==> config.mk <==
export PLATFORM = sky130hd
export DESIGN_NAME = word_stack_machine
export DESIGN_NICKNAME = d
export VERILOG_FILES = /design/src/hw/rtl/wsm_pkg.sv /design/src/hw/rtl/wsm_ram.sv /design/src/hw/rtl/wsm_ctrl.sv /design/src/hw/rtl/wsm_dp.sv /design/src/hw/rtl/word_stack_machine.sv
export SDC_FILE = /design/constraint.sdc
export NUM_CORES = 2
export LEC_CHECK = 0
export ABC_AREA = 0
export BUFFER_PORTS_ARGS = -buffer_cell sky130_fd_sc_hd__buf_2
export CAP_MARGIN = 20
export CORE_AREA = 8 8 407 409
export CTS_BUF_LIST = sky130_fd_sc_hd__clkbuf_16
export DETAILED_ROUTE_END_ITERATION = 6
export DIE_AREA = 0 0 415 417
export GPL_TIMING_DRIVEN = 1
export PLACE_DENSITY = 0.71
export SLEW_MARGIN = 20
export SYNTH_ARGS = -nofsm -noshare
export SYNTH_HDL_FRONTEND = slang
export SYNTH_HIERARCHICAL = 1
export SYNTH_SLANG_ARGS = --single-unit
==> constraint.sdc <==
create_clock -name clk -period 19.2 [get_ports clk]
set_input_delay 0.96 -clock clk [delete_from_list [all_inputs] [get_ports clk]]
set_output_delay 0.96 -clock clk [all_outputs]
set_load 0.1 [all_outputs]
==> src/hw/rtl/wsm_pkg.sv <==
// ---------------------------------------------------------------------------
// wsm_pkg
// Shared types and constants for the word stack machine.
// ---------------------------------------------------------------------------
package wsm_pkg;

	localparam int DATA_W          = 32;
	localparam int FUNC_W          = 3;
	localparam int STATUS_W        = 2;
	localparam int DEPTH_W         = 7;
	localparam int STACK_DEPTH_DEF = 64;

	localparam logic [FUNC_W-1:0] FUNC_PUSH = 3'd0;
	localparam logic [FUNC_W-1:0] FUNC_ADD  = 3'd1;
	localparam logic [FUNC_W-1:0] FUNC_SUB  = 3'd2;
	localparam logic [FUNC_W-1:0] FUNC_POP  = 3'd3;
	localparam logic [FUNC_W-1:0] FUNC_DUP  = 3'd4;

	localparam logic [STATUS_W-1:0] ST_OK    = 2'd0;
	localparam logic [STATUS_W-1:0] ST_FEW   = 2'd1;
	localparam logic [STATUS_W-1:0] ST_RANGE = 2'd2;
	localparam logic [STATUS_W-1:0] ST_FULL  = 2'd3;

	typedef struct packed {
		logic [FUNC_W-1:0] func;
		logic [DATA_W-1:0] push_value;
	} cmd_word_t;

	typedef struct packed {
		logic [STATUS_W-1:0] status;
		logic [DATA_W-1:0]   top_value;
		logic [DEPTH_W-1:0]  depth;
	} result_t;

	typedef enum logic [1:0] {
		S_IDLE,
		S_ARITH,
		S_LOAD_TOP
	} state_t;

	typedef enum logic [2:0] {
		CMD_NONE,
		CMD_PUSH,
		CMD_DUP,
		CMD_POP_RD,
		CMD_ARG_RD,
		CMD_ARITH_OK,
		CMD_ARITH_ERR,
		CMD_LOAD_TOP
	} dp_cmd_t;

	typedef struct packed {
		dp_cmd_t             cmd;
		logic                sub;
		logic                finish;
		logic [STATUS_W-1:0] status;
	} dp_ctl_t;

	typedef struct packed {
		logic empty;
		logic few;
		logic full;
		logic ge3;
		logic arith_err;
	} dp_stat_t;

endpackage

==> src/hw/rtl/wsm_ram.sv <==
// ---------------------------------------------------------------------------
// wsm_ram
// Generic single-clock RAM, one write port, one read port, registered read.
// ---------------------------------------------------------------------------
module wsm_ram #(
	parameter int WIDTH = 32,
	parameter int DEPTH = 64
) (
	input  logic                     clk,
	input  logic                     we,
	input  logic [$clog2(DEPTH)-1:0] waddr,
	input  logic [WIDTH-1:0]         wdata,
	input  logic [$clog2(DEPTH)-1:0] raddr,
	output logic [WIDTH-1:0]         rdata
);

	logic [WIDTH-1:0] mem [DEPTH];

	always_ff @(posedge clk) begin
		if (we) begin
			mem[waddr] <= wdata;
		end
		rdata <= mem[raddr];
	end

endmodule

==> src/hw/rtl/wsm_ctrl.sv <==
// ---------------------------------------------------------------------------
// wsm_ctrl
// Controller: decodes each word and sequences the datapath.
// ---------------------------------------------------------------------------
module wsm_ctrl import wsm_pkg::*; (
	input  logic              clk,
	input  logic              arst_n,
	input  logic              start,
	input  logic [FUNC_W-1:0] func,
	input  dp_stat_t          stat,
	output dp_ctl_t           ctl,
	output logic              busy
);

	state_t              state_q, state_d;
	logic                sub_q, sub_d;
	logic [STATUS_W-1:0] status_q, status_d;

	always_ff @(posedge clk or negedge arst_n) begin
		if (!arst_n) begin
			state_q  <= S_IDLE;
			sub_q    <= 1'b0;
			status_q <= ST_OK;
		end else begin
			state_q  <= state_d;
			sub_q    <= sub_d;
			status_q <= status_d;
		end
	end

	always_comb begin
		state_d    = state_q;
		sub_d      = sub_q;
		status_d   = status_q;
		ctl.cmd    = CMD_NONE;
		ctl.sub    = sub_q;
		ctl.finish = 1'b0;
		ctl.status = ST_OK;
		case (state_q)
			S_IDLE: begin
				if (start) begin
					case (func)
						FUNC_PUSH: begin
							ctl.finish = 1'b1;
							if (stat.full) begin
								ctl.status = ST_FULL;
							end else begin
								ctl.cmd = CMD_PUSH;
							end
						end
						FUNC_ADD, FUNC_SUB: begin
							if (stat.few) begin
								ctl.finish = 1'b1;
								ctl.status = ST_FEW;
							end else begin
								ctl.cmd = CMD_ARG_RD;
								sub_d   = (func == FUNC_SUB);
								state_d = S_ARITH;
							end
						end
						FUNC_POP: begin
							if (stat.empty) begin
								ctl.finish = 1'b1;
								ctl.status = ST_FEW;
							end else begin
								ctl.cmd = CMD_POP_RD;
								if (stat.few) begin
									ctl.finish = 1'b1;
								end else begin
									status_d = ST_OK;
									state_d  = S_LOAD_TOP;
								end
							end
						end
						FUNC_DUP: begin
							ctl.finish = 1'b1;
							if (stat.empty) begin
								ctl.status = ST_FEW;
							end else if (stat.full) begin
								ctl.status = ST_FULL;
							end else begin
								ctl.cmd = CMD_DUP;
							end
						end
						default: begin
							ctl.finish = 1'b1;
						end
					endcase
				end
			end
			S_ARITH: begin
				if (stat.arith_err) begin
					ctl.cmd = CMD_ARITH_ERR;
					if (stat.ge3) begin
						status_d = ST_RANGE;
						state_d  = S_LOAD_TOP;
					end else begin
						ctl.finish = 1'b1;
						ctl.status = ST_RANGE;
						state_d    = S_IDLE;
					end
				end else begin
					ctl.cmd    = CMD_ARITH_OK;
					ctl.finish = 1'b1;
					state_d    = S_IDLE;
				end
			end
			S_LOAD_TOP: begin
				ctl.cmd    = CMD_LOAD_TOP;
				ctl.finish = 1'b1;
				ctl.status = status_q;
				state_d    = S_IDLE;
			end
			default: begin
				state_d = S_IDLE;
			end
		endcase
	end

	assign busy = (state_q != S_IDLE);

endmodule

==> src/hw/rtl/wsm_dp.sv <==
// ---------------------------------------------------------------------------
// wsm_dp
// Datapath: cached top of stack, entry count, stack RAM, adder and result.
// ---------------------------------------------------------------------------
module wsm_dp import wsm_pkg::*; #(
	parameter int STACK_DEPTH = STACK_DEPTH_DEF
) (
	input  logic              clk,
	input  logic              arst_n,
	input  logic [DATA_W-1:0] push_value,
	input  dp_ctl_t           ctl,
	output dp_stat_t          stat,
	output logic              done,
	output result_t           result
);

	localparam int CW = $clog2(STACK_DEPTH + 1);
	localparam int AW = $clog2(STACK_DEPTH);

	logic [CW-1:0]     count_q, count_d;
	logic [DATA_W-1:0] top_q, top_d;
	logic              done_q;
	result_t           result_q;

	logic              we;
	logic [AW-1:0]     waddr, raddr;
	logic [DATA_W-1:0] rdata;
	logic [CW-1:0]     cnt_m1, cnt_m2, cnt_m3;
	logic [DATA_W:0]   sum;
	logic              borrow;

	wsm_ram #(
		.WIDTH(DATA_W),
		.DEPTH(STACK_DEPTH)
	) u_ram (
		.clk  (clk),
		.we   (we),
		.waddr(waddr),
		.wdata(top_q),
		.raddr(raddr),
		.rdata(rdata)
	);

	assign cnt_m1 = count_q - CW'(1);
	assign cnt_m2 = count_q - CW'(2);
	assign cnt_m3 = count_q - CW'(3);

	assign sum    = {1'b0, top_q} + {1'b0, rdata};
	assign borrow = (rdata < top_q);

	assign stat.empty     = (count_q == '0);
	assign stat.few       = (count_q < CW'(2));
	assign stat.full      = (count_q >= CW'(STACK_DEPTH));
	assign stat.ge3       = (count_q >= CW'(3));
	assign stat.arith_err = ctl.sub ? borrow : sum[DATA_W];

	always_comb begin
		count_d = count_q;
		top_d   = top_q;
		we      = 1'b0;
		waddr   = cnt_m1[AW-1:0];
		raddr   = cnt_m2[AW-1:0];
		case (ctl.cmd)
			CMD_PUSH: begin
				we      = !stat.empty;
				top_d   = push_value;
				count_d = count_q + CW'(1);
			end
			CMD_DUP: begin
				we      = 1'b1;
				count_d = count_q + CW'(1);
			end
			CMD_POP_RD: begin
				count_d = cnt_m1;
			end
			CMD_ARG_RD: begin
			end
			CMD_ARITH_OK: begin
				top_d   = ctl.sub ? (rdata - top_q) : sum[DATA_W-1:0];
				count_d = cnt_m1;
			end
			CMD_ARITH_ERR: begin
				raddr   = cnt_m3[AW-1:0];
				count_d = cnt_m2;
			end
			CMD_LOAD_TOP: begin
				top_d = rdata;
			end
			default: begin
			end
		endcase
	end

	always_ff @(posedge clk or negedge arst_n) begin
		if (!arst_n) begin
			count_q <= '0;
			done_q  <= 1'b0;
		end else begin
			count_q <= count_d;
			done_q  <= ctl.finish;
		end
	end

	always_ff @(posedge clk) begin
		top_q <= top_d;
		if (ctl.finish) begin
			result_q.status    <= ctl.status;
			result_q.top_value <= (count_d == '0) ? '0 : top_d;
			result_q.depth     <= DEPTH_W'(count_d);
		end
	end

	assign done   = done_q;
	assign result = result_q;

endmodule

==> src/hw/rtl/word_stack_machine.sv <==
// ---------------------------------------------------------------------------
// word_stack_machine
// Stack calculator on unsigned 32-bit values: push, add, subtract, pop, dup.
// ---------------------------------------------------------------------------
// A word is taken when start is high and busy is low. Its result appears on
// result for exactly one cycle with done high, in the cycle after the word's
// last controller state; the receiver cannot stall it. Push, dup, unknown
// words and every rejected word are finished on acceptance (result in the
// cycle after acceptance). Pop with two or more entries goes on to S_LOAD_TOP;
// add or subtract goes on to S_ARITH, and on overflow or underflow with three
// or more entries then to S_LOAD_TOP. These states await the registered read
// of the stack RAM (one write port, one read port) for the second entry or the
// new top; the top entry is cached in a register. No clearing pass after reset.
// ---------------------------------------------------------------------------
module word_stack_machine import wsm_pkg::*; #(
	parameter int STACK_DEPTH = STACK_DEPTH_DEF
) (
	input  logic      clk,
	input  logic      arst_n,
	input  logic      start,
	output logic      busy,
	input  cmd_word_t word,
	output logic      done,
	output result_t   result
);

	dp_ctl_t  ctl;
	dp_stat_t stat;

	wsm_ctrl u_ctrl (
		.clk   (clk),
		.arst_n(arst_n),
		.start (start),
		.func  (word.func),
		.stat  (stat),
		.ctl   (ctl),
		.busy  (busy)
	);

	wsm_dp #(
		.STACK_DEPTH(STACK_DEPTH)
	) u_dp (
		.clk       (clk),
		.arst_n    (arst_n),
		.push_value(word.push_value),
		.ctl       (ctl),
		.stat      (stat),
		.done      (done),
		.result    (result)
	);

endmodule
==> impl_metrics.ini <==
[final_layout]
area_growth_pct = 11.48
final_cells = 6834
layout_commonest_cell = edfxtp_1
nFillCells = 10890
drive_gt1_share_pct = 25.16
layout_common_cells = 2089 x edfxtp_1, 544 x mux4_2, 210 x clkbuf_16
final_nets = 4689
multi_input_area_um2 = 21690
regArea_um2 = 64360

[outcome]
status = completed

[global_routing]
grt_max_degree = 114
grtUsageTotal_pct = 26.03
grt_pass1_vias = 45190
grt-ovfl-total = 0
grt_pass1_wl_um = 326000
antenna_found_initial = 5

[synthesis]
synth-edff-count = 2089
seq_area_frac_synth_pct = 73.89
synth_top_area_share_pct = 72.07
synthCells = 4394
ys_ff_latch = 2165
yosysWarnings = 6
yosysTopAreaCell = edfxtp_1
async_flop_share_pct = 0.5543
syn_area_um2 = 87040
synth_area_leaders = edfxtp_1 72%, mux4_2 14%, dfxtp_1 1.5%
syn-num-nets = 4510
synth_area_per_cell_um2 = 19.81
ys.flop_type = edfxtp_1
synthDistinctLibCells = 104

[clock_network]
clkSlewWorstSetupHoldPaths_ps = 60
cts_tree = built
postCtsResizedCells = 0
cts_buffers = 204
cts_max_level = 4
cts_sinks = 2165
clockBufferDepth = 3
insertion_delay_ps = 850
root_buffer = clkbuf_16

[sta]
fin_skew_ps = 46.44
fmaxAchievable_ghz = 0.09467
period_share_pct = 55.02
final_hold_viol_count = 0
slew_headroom_pct = 19.89
fin_crit_ps = 10560
tightest_slew_ps = 1197
setup_tns_ps = 0
setup_viol = 0
rsz0062_at_grt = no
finalMaxSlewViolations = 0

[flow_run]
cap_violations = 0

[worst_setup_path]
endpoint_kind = flip-flop
worst_setup_path_start_kind = flip-flop
critPathArrivalTime_ps = 11240
crit_family = buffers and inverters
required_ps = 19880
critical-path-slowest-cell = o22ai_1
cp_max_fo = 113
criticalPathCategory = reg -> reg
max_stage_delay_ps = 900
path_common_cell = buf_4
crit_buf_inv = 10

[die]
coreArea_um2 = 159300
rows = 147
die_area_um2 = 173100
fp.dieH_um = 417
die_w_um = 415
start_util_pct = 54.64
pin_count = 81

[placed_design]
dpl.hpwl_um = 127500
port_buffers = 80
dpl.cell_count = 6452
routabilityCongestion = 0.9370

[routing]
drt-initial-drc-count = 6591
drcViolationCount = 0
wl_per_cell_um = 33.48
antenna_left = 0
num_vias = 45940
viasPerCell = 6.722
dr.pass1.iters = 6
drt_wl_total_um = 228800

[hold_path]
hold_class = in -> reg
worst paths after layout:
check,slack (ps),to,startpoint,cells past startpoint
worst max-delay path,8640,u_dp/u_ram/rdata[30],u_dp/top_q[9],28
min in group asynchronous,560,u_dp/count_q[4],arst_n,2
max in group asynchronous,18410,u_dp/count_q[3],arst_n,2
worst min register to register,570,u_ctrl/status_q[1],u_ctrl/status_q[1],2
worst max register to register,8640,u_dp/u_ram/rdata[30],u_dp/top_q[9],28
worst min-delay path,450,u_ctrl/sub_q,word[33],3
worst register-to-register path, delay by kind of cell, from the launching register on:
family / cells / cell delay, ps
buffers and inverters: 10 / 4330
DFF: 1 / 320
AOI/OAI and AO/OA: 9 / 3040
and+or+nand+nor: 6 / 1270
muxes: 2 / 980
adders and majority gates: 1 / 470
cell usage after synthesis (26+ instances only):
cell type,count
a21oi_1,162
buf_4,28
nor2b_1,26
buf_2,64
nand2_1,115
inv_1,79
o21ai_0,68
nand3_1,34
nor3_1,28
dfxtp_1,64
mux4_2,544
clkbuf_1,120
o22ai_1,97
mux2i_1,105
xnor2_1,30
and2_1,28
edfxtp_1,2089
nor2_1,216
a22oi_1,30
ha_1,76
o221ai_1,38
final cells by class:
type | count | area share (%)
Clock buffer | 210 | 5.416
Antenna cell | 7 | 0.01805
Inverter | 86 | 0.3353
Timing Repair Buffer | 227 | 1.630
Tap cell | 2086 | 2.690
Multi-Input combinational cell | 1889 | 22.35
Clock inverter | 164 | 1.231
Sequential cell | 2165 | 66.33
registers in the layout, summed over array words and instances (netlist names):
signal,flops
u_dp/top_q,32
u_ctrl/state_q,2
u_ctrl/status_q,1
u_dp/done,1
u_dp/count_q,7
u_ctrl/sub_q,1
u_dp/u_ram/mem,2048
u_dp/u_ram/rdata,32
u_dp/result,41
metal layers:
metal / GRT usage [%] / up-vias / share of wire, %
met5: 0 / - / 0
met4: 10.23 / 0 / 4.2
met3: 6.943 / 386 / 12
met2: 39.59 / 2894 / 46
met1: 36.40 / 24120 / 38
li1: - / 18540 / -
timing repair:
item                      CTS  global route
hold buffers                1             0
buffers inserted            0             0
hold endpoints to repair   12             0
per-stage QoR:
stage	utilization, %	setup WS (ps)	hold slack [ps]	instance area [µm²]
3_5_place_dp	56.85	8560	534.8	90550
5_1_grt	60.91	8306	455.3	97020
6_report	60.92	8637	452.8	97030
4_1_cts	60.90	8524	394.4	97010
3_3_place_gp	56.84	8421	531.6	90540
2_1_floorplan	-	11660	478.3	87040
logic make-up after synthesis:
logic type / Yosys count / synth area share, %
buffers and inverters: 340 / 1.882
adder cells (fa/ha/maj): 78 / 1.139
AND/OR/NAND/NOR: 554 / 3.068
flip-flops: 2165 / 73.89
multiplexers: 651 / 15.31
AO/OA/AOI/OAI: 567 / 4.321
XOR/XNOR: 39 / 0.3924
Power is not shown: default switching activity piles up to over one toggle a cycle in this logic, so the estimate is an artifact.
